--- src/rtl/kpd_pkg.sv ---
// Package for the keypad scanner: phase type, register indexes, field offsets,
// segment and key maps. No dependencies.
package kpd_pkg;

    localparam int COUNTER_WIDTH_DEF = 16;
    localparam int REG_WIDTH         = 16;
    localparam int CFG_INDEX_WIDTH   = 1;

    localparam logic [CFG_INDEX_WIDTH-1:0] REG_DEBOUNCE = 1'b0;
    localparam logic [CFG_INDEX_WIDTH-1:0] REG_LOCKOUT  = 1'b1;

    localparam logic [REG_WIDTH-1:0] DEBOUNCE_RST = 16'd50;
    localparam logic [REG_WIDTH-1:0] LOCKOUT_RST  = 16'd200;

    // Result item layout in tdata, lowest bit up
    localparam int ROW_LSB   = 0;
    localparam int ONES_LSB  = 4;
    localparam int TENS_LSB  = 11;
    localparam int ACC_BIT   = 18;
    localparam int OUT_WIDTH = 24;
    localparam int IN_WIDTH  = 8;

    localparam logic [6:0] SEG_ZERO = 7'h3F;

    typedef enum logic [1:0] {
        PH_SCAN     = 2'd0,
        PH_DEBOUNCE = 2'd1,
        PH_LOCKOUT  = 2'd2
    } phase_t;

    // Seven-segment pattern of one decimal digit, bit0 = a
    function automatic logic [6:0] seg_of(input logic [3:0] digit);
        logic [6:0] seg;
        case (digit)
            4'd0:    seg = 7'h3F;
            4'd1:    seg = 7'h06;
            4'd2:    seg = 7'h5B;
            4'd3:    seg = 7'h4F;
            4'd4:    seg = 7'h66;
            4'd5:    seg = 7'h6D;
            4'd6:    seg = 7'h7D;
            4'd7:    seg = 7'h07;
            4'd8:    seg = 7'h7F;
            4'd9:    seg = 7'h6F;
            default: seg = 7'h00;
        endcase
        return seg;
    endfunction

    // Key value at a row and column; the bottom row gives 0
    function automatic logic [3:0] key_of(input logic [1:0] row, input logic [1:0] col);
        logic [3:0] key;
        case ({row, col})
            4'b00_00: key = 4'd1;
            4'b00_01: key = 4'd2;
            4'b00_10: key = 4'd3;
            4'b01_00: key = 4'd4;
            4'b01_01: key = 4'd5;
            4'b01_10: key = 4'd6;
            4'b10_00: key = 4'd7;
            4'b10_01: key = 4'd8;
            4'b10_10: key = 4'd9;
            default:  key = 4'd0;
        endcase
        return key;
    endfunction

endpackage

--- src/rtl/keypad_scan_digit_entry_unit.sv ---
// Top level of the 4x3 keypad scanner with two-digit entry and segment output.
// Depends on kpd_pkg.
//
// Each input item is one scan tick carrying the three column levels of the row
// shown in that tick's result. One result item comes out per input item, and an
// item is accepted in every cycle: the scan state updates in the accept cycle and
// the result lands in a two-entry output buffer, so input is stalled only when
// both entries are full. Debounce and lockout waits are counted in ticks by a
// COUNTER_WIDTH-bit counter; register values above its range saturate.
module keypad_scan_digit_entry_unit #(
    parameter int COUNTER_WIDTH = kpd_pkg::COUNTER_WIDTH_DEF
) (
    input  logic                                 clk,
    input  logic                                 rst_n,
    // config write port
    input  logic                                 cfg_we,
    input  logic [kpd_pkg::CFG_INDEX_WIDTH-1:0]  cfg_index,
    input  logic [kpd_pkg::REG_WIDTH-1:0]        cfg_data,
    // input items
    input  logic                                 s_axis_tvalid,
    output logic                                 s_axis_tready,
    input  logic [kpd_pkg::IN_WIDTH-1:0]         s_axis_tdata,  // [2:0] col_levels
    // result items
    output logic                                 m_axis_tvalid,
    input  logic                                 m_axis_tready,
    // [3:0] row_drive, [10:4] seg_ones, [17:11] seg_tens, [18] key_accepted
    output logic [kpd_pkg::OUT_WIDTH-1:0]        m_axis_tdata
);

    localparam logic [32:0] CNT_MAX = (33'd1 << COUNTER_WIDTH) - 33'd1;

    // config registers
    logic [kpd_pkg::REG_WIDTH-1:0] debounce_reg;
    logic [kpd_pkg::REG_WIDTH-1:0] lockout_reg;

    // scan state
    kpd_pkg::phase_t            phase_reg, phase_next;
    logic [1:0]                 row_reg, row_next;
    logic [1:0]                 held_reg, held_next;
    logic [COUNTER_WIDTH-1:0]   wait_reg, wait_next;
    logic [3:0]                 tens_reg, tens_next;
    logic [3:0]                 ones_reg, ones_next;
    logic                       accepted;

    // output buffer
    logic                              out_valid_reg;
    logic [kpd_pkg::OUT_WIDTH-1:0]     out_data_reg;
    logic                              skid_valid_reg;
    logic [kpd_pkg::OUT_WIDTH-1:0]     skid_data_reg;

    logic                          push, pop;
    logic [2:0]                    cols;
    logic [3:0]                    col_ext;
    logic                          wait_done, recheck_hit;
    logic [2:0]                    scan_first;
    logic                          found;
    logic [1:0]                    found_col;
    logic [COUNTER_WIDTH-1:0]      dbn_load, lock_load;
    logic [kpd_pkg::OUT_WIDTH-1:0] result;

    assign s_axis_tready = !skid_valid_reg;
    assign m_axis_tvalid = out_valid_reg;
    assign m_axis_tdata  = out_data_reg;
    assign push = s_axis_tvalid && s_axis_tready;
    assign pop  = out_valid_reg && m_axis_tready;

    // config writes
    always_ff @(posedge clk or negedge rst_n)
    begin
        if (!rst_n)
        begin
            debounce_reg <= kpd_pkg::DEBOUNCE_RST;
            lockout_reg  <= kpd_pkg::LOCKOUT_RST;
        end
        else if (cfg_we)
        begin
            case (cfg_index)
                kpd_pkg::REG_DEBOUNCE: debounce_reg <= cfg_data;
                kpd_pkg::REG_LOCKOUT:  lockout_reg  <= cfg_data;
                default: ;
            endcase
        end
    end

    // counter loads, saturated to the counter range
    assign dbn_load = ({17'd0, debounce_reg} > CNT_MAX) ? {COUNTER_WIDTH{1'b1}}
                    : COUNTER_WIDTH'({17'd0, debounce_reg});
    assign lock_load = ({17'd0, lockout_reg} > CNT_MAX) ? {COUNTER_WIDTH{1'b1}}
                     : COUNTER_WIDTH'({17'd0, lockout_reg});

    // column checks
    assign cols        = s_axis_tdata[2:0];
    assign col_ext     = {1'b1, cols};
    assign wait_done   = (wait_reg <= COUNTER_WIDTH'(1));
    assign recheck_hit = !col_ext[held_reg];
    assign scan_first  = (phase_reg == kpd_pkg::PH_DEBOUNCE) ? ({1'b0, held_reg} + 3'd1)
                       : 3'd0;

    // lowest low column at or above scan_first
    always_comb
    begin
        found     = 1'b0;
        found_col = 2'd0;
        for (int c = 0; c < 3; c++)
        begin
            if (!found && (3'(c) >= scan_first) && !cols[c])
            begin
                found     = 1'b1;
                found_col = 2'(c);
            end
        end
    end

    // next phase
    always_comb
    begin
        case (phase_reg)
            kpd_pkg::PH_DEBOUNCE:
            begin
                if (!wait_done)
                    phase_next = kpd_pkg::PH_DEBOUNCE;
                else if (recheck_hit)
                    phase_next = (lock_load == '0) ? kpd_pkg::PH_SCAN : kpd_pkg::PH_LOCKOUT;
                else
                    phase_next = found ? kpd_pkg::PH_DEBOUNCE : kpd_pkg::PH_SCAN;
            end
            kpd_pkg::PH_LOCKOUT:
                phase_next = wait_done ? kpd_pkg::PH_SCAN : kpd_pkg::PH_LOCKOUT;
            default:
                phase_next = found ? kpd_pkg::PH_DEBOUNCE : kpd_pkg::PH_SCAN;
        endcase
    end

    // datapath updates for the tick
    always_comb
    begin
        row_next  = row_reg;
        held_next = held_reg;
        wait_next = wait_reg;
        tens_next = tens_reg;
        ones_next = ones_reg;
        accepted  = 1'b0;
        case (phase_reg)
            kpd_pkg::PH_DEBOUNCE:
            begin
                if (!wait_done)
                    wait_next = wait_reg - COUNTER_WIDTH'(1);
                else if (recheck_hit)
                begin
                    // mod 100 entry: ones digit moves up, key becomes ones
                    tens_next = ones_reg;
                    ones_next = kpd_pkg::key_of(row_reg, held_reg);
                    accepted  = 1'b1;
                    wait_next = lock_load;
                    if (lock_load == '0)
                        row_next = 2'd0;
                end
                else if (found)
                begin
                    held_next = found_col;
                    wait_next = dbn_load;
                end
                else
                begin
                    wait_next = '0;
                    row_next  = row_reg + 2'd1;
                end
            end
            kpd_pkg::PH_LOCKOUT:
            begin
                if (!wait_done)
                    wait_next = wait_reg - COUNTER_WIDTH'(1);
                else
                begin
                    wait_next = '0;
                    row_next  = 2'd0;
                end
            end
            default:
            begin
                if (found)
                begin
                    held_next = found_col;
                    wait_next = dbn_load;
                end
                else
                begin
                    wait_next = '0;
                    row_next  = row_reg + 2'd1;
                end
            end
        endcase
    end

    // result item: driven row of this tick, digits after it
    always_comb
    begin
        result = '0;
        result[kpd_pkg::ROW_LSB +: 4]  = ~(4'd1 << row_reg);
        result[kpd_pkg::ONES_LSB +: 7] = kpd_pkg::seg_of(ones_next);
        result[kpd_pkg::TENS_LSB +: 7] = (tens_next == 4'd0) ? 7'd0
                                       : kpd_pkg::seg_of(tens_next);
        result[kpd_pkg::ACC_BIT]       = accepted;
    end

    // scan state registers
    always_ff @(posedge clk or negedge rst_n)
    begin
        if (!rst_n)
        begin
            phase_reg <= kpd_pkg::PH_SCAN;
            row_reg   <= 2'd0;
            held_reg  <= 2'd0;
            wait_reg  <= '0;
            tens_reg  <= 4'd0;
            ones_reg  <= 4'd0;
        end
        else if (push)
        begin
            phase_reg <= phase_next;
            row_reg   <= row_next;
            held_reg  <= held_next;
            wait_reg  <= wait_next;
            tens_reg  <= tens_next;
            ones_reg  <= ones_next;
        end
    end

    // two-entry output buffer: output register plus skid entry
    always_ff @(posedge clk or negedge rst_n)
    begin
        if (!rst_n)
        begin
            out_valid_reg  <= 1'b0;
            skid_valid_reg <= 1'b0;
        end
        else if (pop)
        begin
            if (skid_valid_reg)
            begin
                out_valid_reg  <= 1'b1;
                skid_valid_reg <= 1'b0;
            end
            else
                out_valid_reg <= push;
        end
        else if (push)
        begin
            if (out_valid_reg)
                skid_valid_reg <= 1'b1;
            else
                out_valid_reg <= 1'b1;
        end
    end

    always_ff @(posedge clk)
    begin
        if (pop)
        begin
            if (skid_valid_reg)
                out_data_reg <= skid_data_reg;
            else if (push)
                out_data_reg <= result;
        end
        else if (push)
        begin
            if (out_valid_reg)
                skid_data_reg <= result;
            else
                out_data_reg <= result;
        end
    end

endmodule

--- config.mk ---
export PLATFORM = sky130hd
export DESIGN_NAME = keypad_scan_digit_entry_unit
export DESIGN_NICKNAME = d
export VERILOG_FILES = /design/src/rtl/kpd_pkg.sv /design/src/rtl/keypad_scan_digit_entry_unit.sv
export SDC_FILE = /design/constraint.sdc
export NUM_CORES = 1
export LEC_CHECK = 0
export BUFFER_PORTS_ARGS = -buffer_cell sky130_fd_sc_hd__buf_2
export CORE_MARGIN = 4
export CORE_UTILIZATION = 30
export DETAILED_ROUTE_END_ITERATION = 8
export GPL_ROUTABILITY_DRIVEN = 0
export PLACE_DENSITY = 0.55
export SLEW_MARGIN = 5
export SYNTH_ARGS = -nofsm -noshare
export SYNTH_HDL_FRONTEND = slang
export SYNTH_SLANG_ARGS = --single-unit
--- constraint.sdc ---
create_clock -name clk -period 4 [get_ports clk]
set_clock_uncertainty 0.1 [all_clocks]
set_input_delay 0.2 -clock clk [delete_from_list [all_inputs] [get_ports clk]]
set_output_delay 0.2 -clock clk [all_outputs]
set_load 0.02 [all_outputs]
# Word-level counts from Yosys, hierarchy flattened

Memories as Yosys holds them, arrays and structs flattened.
Index checks and enable logic that the tools add are counted.

Register bits after elaboration: 107
ROM bits: 288
Bits of input ports: 30
Output and inout port bits: 26
Memories: 3

$add $sub $neg: 3
Magnitude comparators: 5
Eq/ne operators: 7
Shifts and indexed selects: 1
Multiplexer cells: 50
Bitwise logic cells: 4
Reductions and logical operators: 25

Memory list:

| memory          | depth | width | rd ports | clocked after memory_dff | write ports | RTL line      | source |
|---|---|---|---|---|---|---|---|
| (no name shown) | 16    | 7     | 1        | 0                        | 0           | kpd_pkg.sv:34 | `case (digit)` |
| (no name shown) | 16    | 7     | 1        | 0                        | 0           | kpd_pkg.sv:34 |  |
| (no name shown) | 16    | 4     | 1        | 0                        | 0           | kpd_pkg.sv:53 | `case ({row, col})` |

Operators by type and width:

| operator                                                                           | count |
|---|---|
| 24-bit 2-to-1 mux                                                                  | 5 |
| 16-bit 2-to-1 mux                                                                  | 4 |
| 16-bit one-hot mux with 2 select lines                                             | 1 |
| 2-bit 2-to-1 mux                                                                   | 13 |
| 4-bit 2-to-1 mux                                                                   | 6 |
| 16-bit by 1-bit less-or-equal comparator with 1-bit output (second input constant) | 1 |
| 16-bit logical NOT                                                                 | 1 |
| 16-bit by 1-bit subtractor with 16-bit output (second input constant)              | 1 |
| 1-bit 2-to-1 mux                                                                   | 15 |
| 2-bit one-hot mux with 2 select lines                                              | 3 |
| 4-bit AND reduction                                                                | 2 |
| 1-bit logical AND                                                                  | 7 |
| 7-bit 2-to-1 mux                                                                   | 1 |
| 1-bit by 3-bit >= comparator with 1-bit output (first input constant)              | 2 |
| 1-bit logical NOT                                                                  | 6 |
| 2-bit inequality test (second input constant)                                      | 3 |
| 2-bit AND reduction                                                                | 3 |
| 3-bit AND reduction                                                                | 2 |
| 2-bit nonzero test                                                                 | 3 |
| 4-bit logical NOT                                                                  | 1 |
| 4-bit inverter                                                                     | 1 |
| 1-bit by 2-bit << shifter with 4-bit output (first input constant)                 | 1 |
| 2-bit by 1-bit adder with 3-bit output (second input constant)                     | 1 |
| 2-bit by 3-bit >= comparator with 1-bit output (first input constant)              | 1 |
| 9 further kinds                                                                    | 11 |

# Longest topological paths before layout

Depth in word-level cells: 17
Mapped depth: 15

# Worst setup path after synthesis

No wires, ideal clock.

Path type: register -> register
Start: register wait_reg[9]
End: register out_data_reg (netlist bit m_axis_tdata[14]), data pin
Data arrival time: 3.122 ns
Required time: 3.640 ns
Path slack: 0.518 ns
Stages on the path, launching flop included: 13
Buffers on the path: 2
Period minus slack after synthesis: 3.482 ns
Cells stage by stage: dfrtp_1 or4_4 nor4_4 nand4_4 clkbuf_1 mux2i_1 ha_1 clkbuf_1 nor3_1 a21oi_1 o221ai_1 o21a_1 mux2_2

Longest elaborated chain between the ends: 8
Elaborated cells between the ends (all ways): 11
Classes of those cells: 1 x order compare; 8 x mux; 1 x reduce/logical; 1 x memory

RTL lines:

| item                                                               | RTL line                                                                 | source |
|---|---|---|
| from (decl)                                                        | keypad_scan_digit_entry_unit.sv:40                                       | `logic [COUNTER_WIDTH-1:0] wait_reg, wait_next;` |
| from (signal assigned)                                             | keypad_scan_digit_entry_unit.sv:223                                      | `wait_reg <= wait_next;` |
| 16-bit by 1-bit less-or-equal comparator with 1-bit output *       | keypad_scan_digit_entry_unit.sv:94                                       | `assign wait_done = (wait_reg <= COUNTER_WIDTH'(1));` |
| 4-bit 2-to-1 mux *                                                 | keypad_scan_digit_entry_unit.sv:146                                      | `if (!wait_done)` |
| 4-bit 2-to-1 mux *                                                 | keypad_scan_digit_entry_unit.sv:143                                      | `case (phase_reg)` |
| memory read 16 x 7 bit / 4-bit logical NOT (equally long branches) | -                                                                        |  |
| 7-bit 2-to-1 mux *                                                 | keypad_scan_digit_entry_unit.sv:201                                      | `result[kpd_pkg::TENS_LSB +: 7] = (tens_next == 4'd0) ? 7'd0` |
| net result, one bit                                                | keypad_scan_digit_entry_unit.sv:59                                       | `logic [kpd_pkg::OUT_WIDTH-1:0] result;` |
| 24-bit 2-to-1 mux, on equally long branches                        | keypad_scan_digit_entry_unit.sv:267, keypad_scan_digit_entry_unit.sv:262 |  |
| 24-bit 2-to-1 mux, on equally long branches                        | keypad_scan_digit_entry_unit.sv:265, keypad_scan_digit_entry_unit.sv:260 |  |
| 24-bit 2-to-1 mux *                                                | keypad_scan_digit_entry_unit.sv:258                                      | `if (pop)` |
| to (signal assigned)                                               | keypad_scan_digit_entry_unit.sv:261                                      | `out_data_reg <= skid_data_reg;` |
| to (signal assigned)                                               | keypad_scan_digit_entry_unit.sv:263                                      | `out_data_reg <= result;` |
| to (signal assigned)                                               | keypad_scan_digit_entry_unit.sv:270                                      | `out_data_reg <= result;` |
| to (decl)                                                          | keypad_scan_digit_entry_unit.sv:47                                       | `logic [kpd_pkg::OUT_WIDTH-1:0] out_data_reg;` |

The timed path passes the listed nets; every way through them passes the cells marked *. The select of a mux whose other input is x is not followed.
A chain may end at the register's enable or synchronous reset.

# Worst setup path in the final report

Ends and elaborated chain as after synthesis.

==> flow_summary.html <==
<table>
<tr><th>Metric</th><th>Value</th></tr>
<tr><th colspan="2">STA</th></tr>
<tr><td>Max Transition Viols Final</td><td>0</td></tr>
<tr><td>Worst hold-check slack</td><td>0.0535 ns</td></tr>
<tr><td>Period minus WS final</td><td>3.48 ns</td></tr>
<tr><td>Worst slew margin</td><td>0.279</td></tr>
<tr><td>Slew of the pin with the lowest slew margin</td><td>1.08 ns</td></tr>
<tr><td>PnR worst setup slack</td><td>0.519 ns</td></tr>
<tr><td>Total count of hold-check failures in the final report</td><td>0</td></tr>
<tr><td>Max Freq</td><td>287 MHz</td></tr>
<tr><td># setup viols final</td><td>0</td></tr>
<tr><td>Portion of the clock cycle consumed by the worst path in the final layout</td><td>0.870</td></tr>
<tr><td>Unrepaired setup endpoints after global routing</td><td>false</td></tr>
<tr><td>Accumulated negative setup slack</td><td>0 ns</td></tr>
<tr><th colspan="2">Clock network</th></tr>
<tr><td>Insertion delay to the later sink of the worst-skew pair</td><td>0.36 ns</td></tr>
<tr><td>CTS Root Cell</td><td>clkbuf_16</td></tr>
<tr><td>TritonCTS clock tree</td><td>yes</td></tr>
<tr><td>Number of clock sinks</td><td>102</td></tr>
<tr><td>CTS Buf Count</td><td>9</td></tr>
<tr><td>Number of buffers on the longest clock path</td><td>2</td></tr>
<tr><td>Number of gates resized after CTS</td><td>0</td></tr>
<tr><td>Number of levels in the clock H-tree</td><td>3</td></tr>
<tr><td>Post-CTS repair timing setup buffer count</td><td>0</td></tr>
<tr><td>Hold buffer count at cts</td><td>18</td></tr>
<tr><td>Clock transition time at the flip-flop clock pins of the worst setup and hold paths</td><td>0.07 ns</td></tr>
<tr><th colspan="2">Critical path</th></tr>
<tr><td>Launch point of the worst reg-to-reg path</td><td>wait_reg[9]$_DFFE_PN0P_</td></tr>
<tr><td>Classification of the worst setup path</td><td>reg -&gt; reg</td></tr>
<tr><td>Crit start category</td><td>register</td></tr>
<tr><td>Endpoint class of the critical path</td><td>register</td></tr>
<tr><td>Cell depth of the worst flop-to-flop path</td><td>10</td></tr>
<tr><td>Launch point of the worst path</td><td>wait_reg[9]$_DFFE_PN0P_</td></tr>
<tr><td>Crit Path Max Fanout</td><td>10</td></tr>
<tr><td>Timing endpoint of the critical path</td><td>m_axis_tdata[14]$_DFFE_PP_</td></tr>
<tr><td>Reg-to-reg critical path endpoint</td><td>m_axis_tdata[14]$_DFFE_PP_</td></tr>
<tr><td>R2R setup slack</td><td>0.52 ns</td></tr>
<tr><td>Worst EP arrival</td><td>3.49 ns</td></tr>
<tr><td>Required time of the critical path</td><td>4.01 ns</td></tr>
<tr><th colspan="2">Final layout</th></tr>
<tr><td>Share of layout cells above drive strength 1</td><td>0.221</td></tr>
<tr><td>Synth-to-layout area growth</td><td>17.3%</td></tr>
<tr><td>Count of antenna diodes in the layout</td><td>0</td></tr>
<tr><td>Nets</td><td>654</td></tr>
<tr><td>Sequential cell area</td><td>0.00275 sq mm</td></tr>
<tr><td>Core Util, Final</td><td>0.359</td></tr>
<tr><td>Number of fill cells in the layout</td><td>1908</td></tr>
<tr><td>Area taken by multi-input logic gates</td><td>0.00281 sq mm</td></tr>
<tr><th colspan="2">GRT</th></tr>
<tr><td>Initial antenna violation count</td><td>0</td></tr>
<tr><td>Maximum number of pins on one net before global-route repair</td><td>49</td></tr>
<tr><td>First-pass GRT wire length</td><td>22200 um</td></tr>
<tr><td>Total routing usage reported by global routing</td><td>0.126</td></tr>
<tr><td>Total gr overflow</td><td>0</td></tr>
<tr><td>Via count of the first global-routing pass</td><td>4289</td></tr>
<tr><th colspan="2">Status</th></tr>
<tr><td>Outcome</td><td>completed</td></tr>
<tr><th colspan="2">Floorplan</th></tr>
<tr><td>Starting density of the core</td><td>0.307</td></tr>
<tr><td>Die Width</td><td>147 um</td></tr>
<tr><td>I/O pin count</td><td>56</td></tr>
<tr><td>Overall die area</td><td>0.0215 sq mm</td></tr>
<tr><td>Core Region</td><td>0.0188 sq mm</td></tr>
<tr><td>Vert. Die Dim</td><td>147 um</td></tr>
<tr><td>Standard-cell rows</td><td>50</td></tr>
<tr><th colspan="2">Synthesis</th></tr>
<tr><td>Top cell type's share of synthesized area</td><td>0.251</td></tr>
<tr><td>Cell type with the largest total area after synthesis</td><td>dfrtp_1</td></tr>
<tr><td>Most used standard cells in the synthesized netlist</td><td>dfrtp_1 (58), nand2_1 (58), mux2_2 (39)</td></tr>
<tr><td>Average cell area after synthesis</td><td>10.6 sq um</td></tr>
<tr><td>Async SR Flop Fraction</td><td>0.627</td></tr>
<tr><td>Most instantiated flip-flop cell in the synthesis netlist</td><td>dfrtp_1</td></tr>
<tr><td>Distinct cell type count of the synthesized netlist</td><td>68</td></tr>
<tr><td>Number of cells produced by synthesis</td><td>545</td></tr>
<tr><td>Fraction of the yosys area taken by sequential cells</td><td>0.476</td></tr>
<tr><td>Main area contributors after synthesis</td><td>dfrtp_1 (25%), edfxtp_1 (20%), mux2_2 (7.6%), ha_1 (5.0%), nand2_1 (3.8%)</td></tr>
<tr><td>Netlist Area Pre-Place</td><td>0.00577 sq mm</td></tr>
<tr><td>Number of synthesis warnings</td><td>0</td></tr>
<tr><td>Number of enable flip-flop cells after synthesis</td><td>38</td></tr>
<tr><td>Synthesized flop and latch total</td><td>102</td></tr>
<tr><th colspan="2">Routing</th></tr>
<tr><td>Number of nets with antenna violations after detailed routing</td><td>0</td></tr>
<tr><td>Routed wire length</td><td>13100 um</td></tr>
<tr><td>Post-detailed-route wirelength per cell</td><td>15.1 um</td></tr>
<tr><td>Vias per inst</td><td>5.09</td></tr>
<tr><td>Post-detailed-route DRC marker count</td><td>0</td></tr>
<tr><td>Total number of vias</td><td>4406</td></tr>
<tr><td>Number of search-and-repair iterations in the first detailed-routing pass</td><td>5</td></tr>
<tr><td>DRC violation total after the first TritonRoute iteration</td><td>354</td></tr>
<tr><th colspan="2">Hold path</th></tr>
<tr><td>Class of the most critical hold timing path</td><td>in -&gt; reg</td></tr>
<tr><th colspan="2">Pwr</th></tr>
<tr><td>Power density relative to cell area</td><td>627 mW/mm^2</td></tr>
<tr><td>Leak pwr</td><td>2.69 nW</td></tr>
<tr><td>Worst VDD drop</td><td>0.257 mV</td></tr>
<tr><th colspan="2">Placement</th></tr>
<tr><td>Total half-perimeter wirelength after legalization and detailed placement</td><td>9590 um</td></tr>
<tr><td>Worst Setup Slack post-DPL</td><td>0.511 ns</td></tr>
<tr><td>Number of input and output port buffers inserted</td><td>45</td></tr>
<tr><th colspan="2">Job</th></tr>
<tr><td># Max-Cap Violations</td><td>0</td></tr>
</table>
## worst max-delay path, stage by stage, from the launching register on
cell	delay [ns]
dfrtp_1	0.43
or4_4	0.57
nor4_4	0.34
nand4_4	0.29
mux2i_1	0.39
ha_1	0.37
nor3_1	0.09
a21oi_1	0.12
o21ai_0	0.08
o21a_1	0.19
mux2_2	0.26
## layout make-up
class | count | area share
Clock inverter | 5 | 0.00665
Inverter | 24 | 0.0133
Clock buffer | 11 | 0.0390
Sequential cell | 102 | 0.406
Tap cell | 260 | 0.0481
Multi-Input combinational cell | 391 | 0.415
Timing Repair Buffer | 73 | 0.0713
## per-layer routing
| layer | GRT usage | wire length (um) | vias to the layer above | share of wire |
|---|---|---|---|---|
| met5 | 0 | 0 | - | 0 |
| met4 | 0.0343 | 148 | 0 | 0.011 |
| met3 | 0.0305 | 630 | 10 | 0.048 |
| met2 | 0.203 | 6110 | 126 | 0.47 |
| met1 | 0.169 | 6190 | 2146 | 0.47 |
| li1 | - | - | 2124 | - |
## where the power goes
group	internal (mW)	total [mW]	switching (mW)
Clock	0.487	0.906	0.419
Sequential	1.41	1.67	0.265
Combinational	0.648	1.67	1.02
## metrics by stage
step / cell area, sq um / total power [mW] / instances
2_1_floorplan: 5790 / 2.88 / 549
3_3_place_gp: 6270 / 3.29 / 831
3_5_place_dp: 6270 / 3.34 / 831
4_1_cts: 6760 / 4.28 / 865
5_1_grt: 6770 / 4.55 / 866
6_report: 6770 / 4.25 / 866
## worst min-delay path by stage
stage                   from                    endpoint  cells past startpoint
4_1_cts         cfg_data[10]    dbn_load[10]$_DFFE_PN0P_                      2
2_1_floorplan          rst_n     dbn_load[0]$_DFFE_PN0P_                      0
3_5_place_dp   m_axis_tready  skid_valid_reg$_DFFE_PN0P_                      2
5_1_grt        s_axis_tvalid  skid_valid_reg$_DFFE_PN0P_                      3
6_report       s_axis_tvalid  skid_valid_reg$_DFFE_PN0P_                      3
3_3_place_gp   m_axis_tready  skid_valid_reg$_DFFE_PN0P_                      2
## cell usage in the layout (no fill, tap or decap), types with 3 or more instances in the layout
| master | n |
|---|---|
| mux2i_1 | 7 |
| a31oi_1 | 16 |
| a41oi_1 | 4 |
| edfxtp_1 | 38 |
| nor2_1 | 30 |
| nor4_4 | 3 |
| dfstp_2 | 6 |
| xor2_1 | 6 |
| or3_1 | 14 |
| and2_1 | 4 |
| o21bai_1 | 4 |
| nand3_1 | 10 |
| o21a_1 | 5 |
| nor3_1 | 9 |
| a22o_1 | 4 |
| nor2b_1 | 6 |
| clkbuf_16 | 10 |
| buf_4 | 9 |
| o21ai_0 | 22 |
| buf_2 | 45 |
| a21o_1 | 5 |
| xnor2_1 | 7 |
| ha_1 | 23 |
| a21oi_1 | 34 |
| inv_1 | 24 |
| nor4_1 | 9 |
| o31ai_1 | 12 |
| nand2_1 | 58 |
| mux2_2 | 39 |
| dlygate4sd3_1 | 19 |
| and3_1 | 3 |
| dfrtp_1 | 58 |
| o22ai_1 | 3 |
| conb_1 | 5 |
| a22oi_1 | 4 |
## cell families (layout without fill, tap and decap cells)
logic type | Yosys count | after routing | synth area share
mux | 49 | 49 | 0.0971
other cells | 1 | 5 | 0.000650
compound gates | 142 | 142 | 0.170
flops | 102 | 102 | 0.476
simple gates | 159 | 159 | 0.147
fa+ha+maj | 23 | 23 | 0.0498
buf+inv | 56 | 113 | 0.0399
xor+xnor | 13 | 13 | 0.0197
No activity file was read; power rests on OpenSTA's default activity.
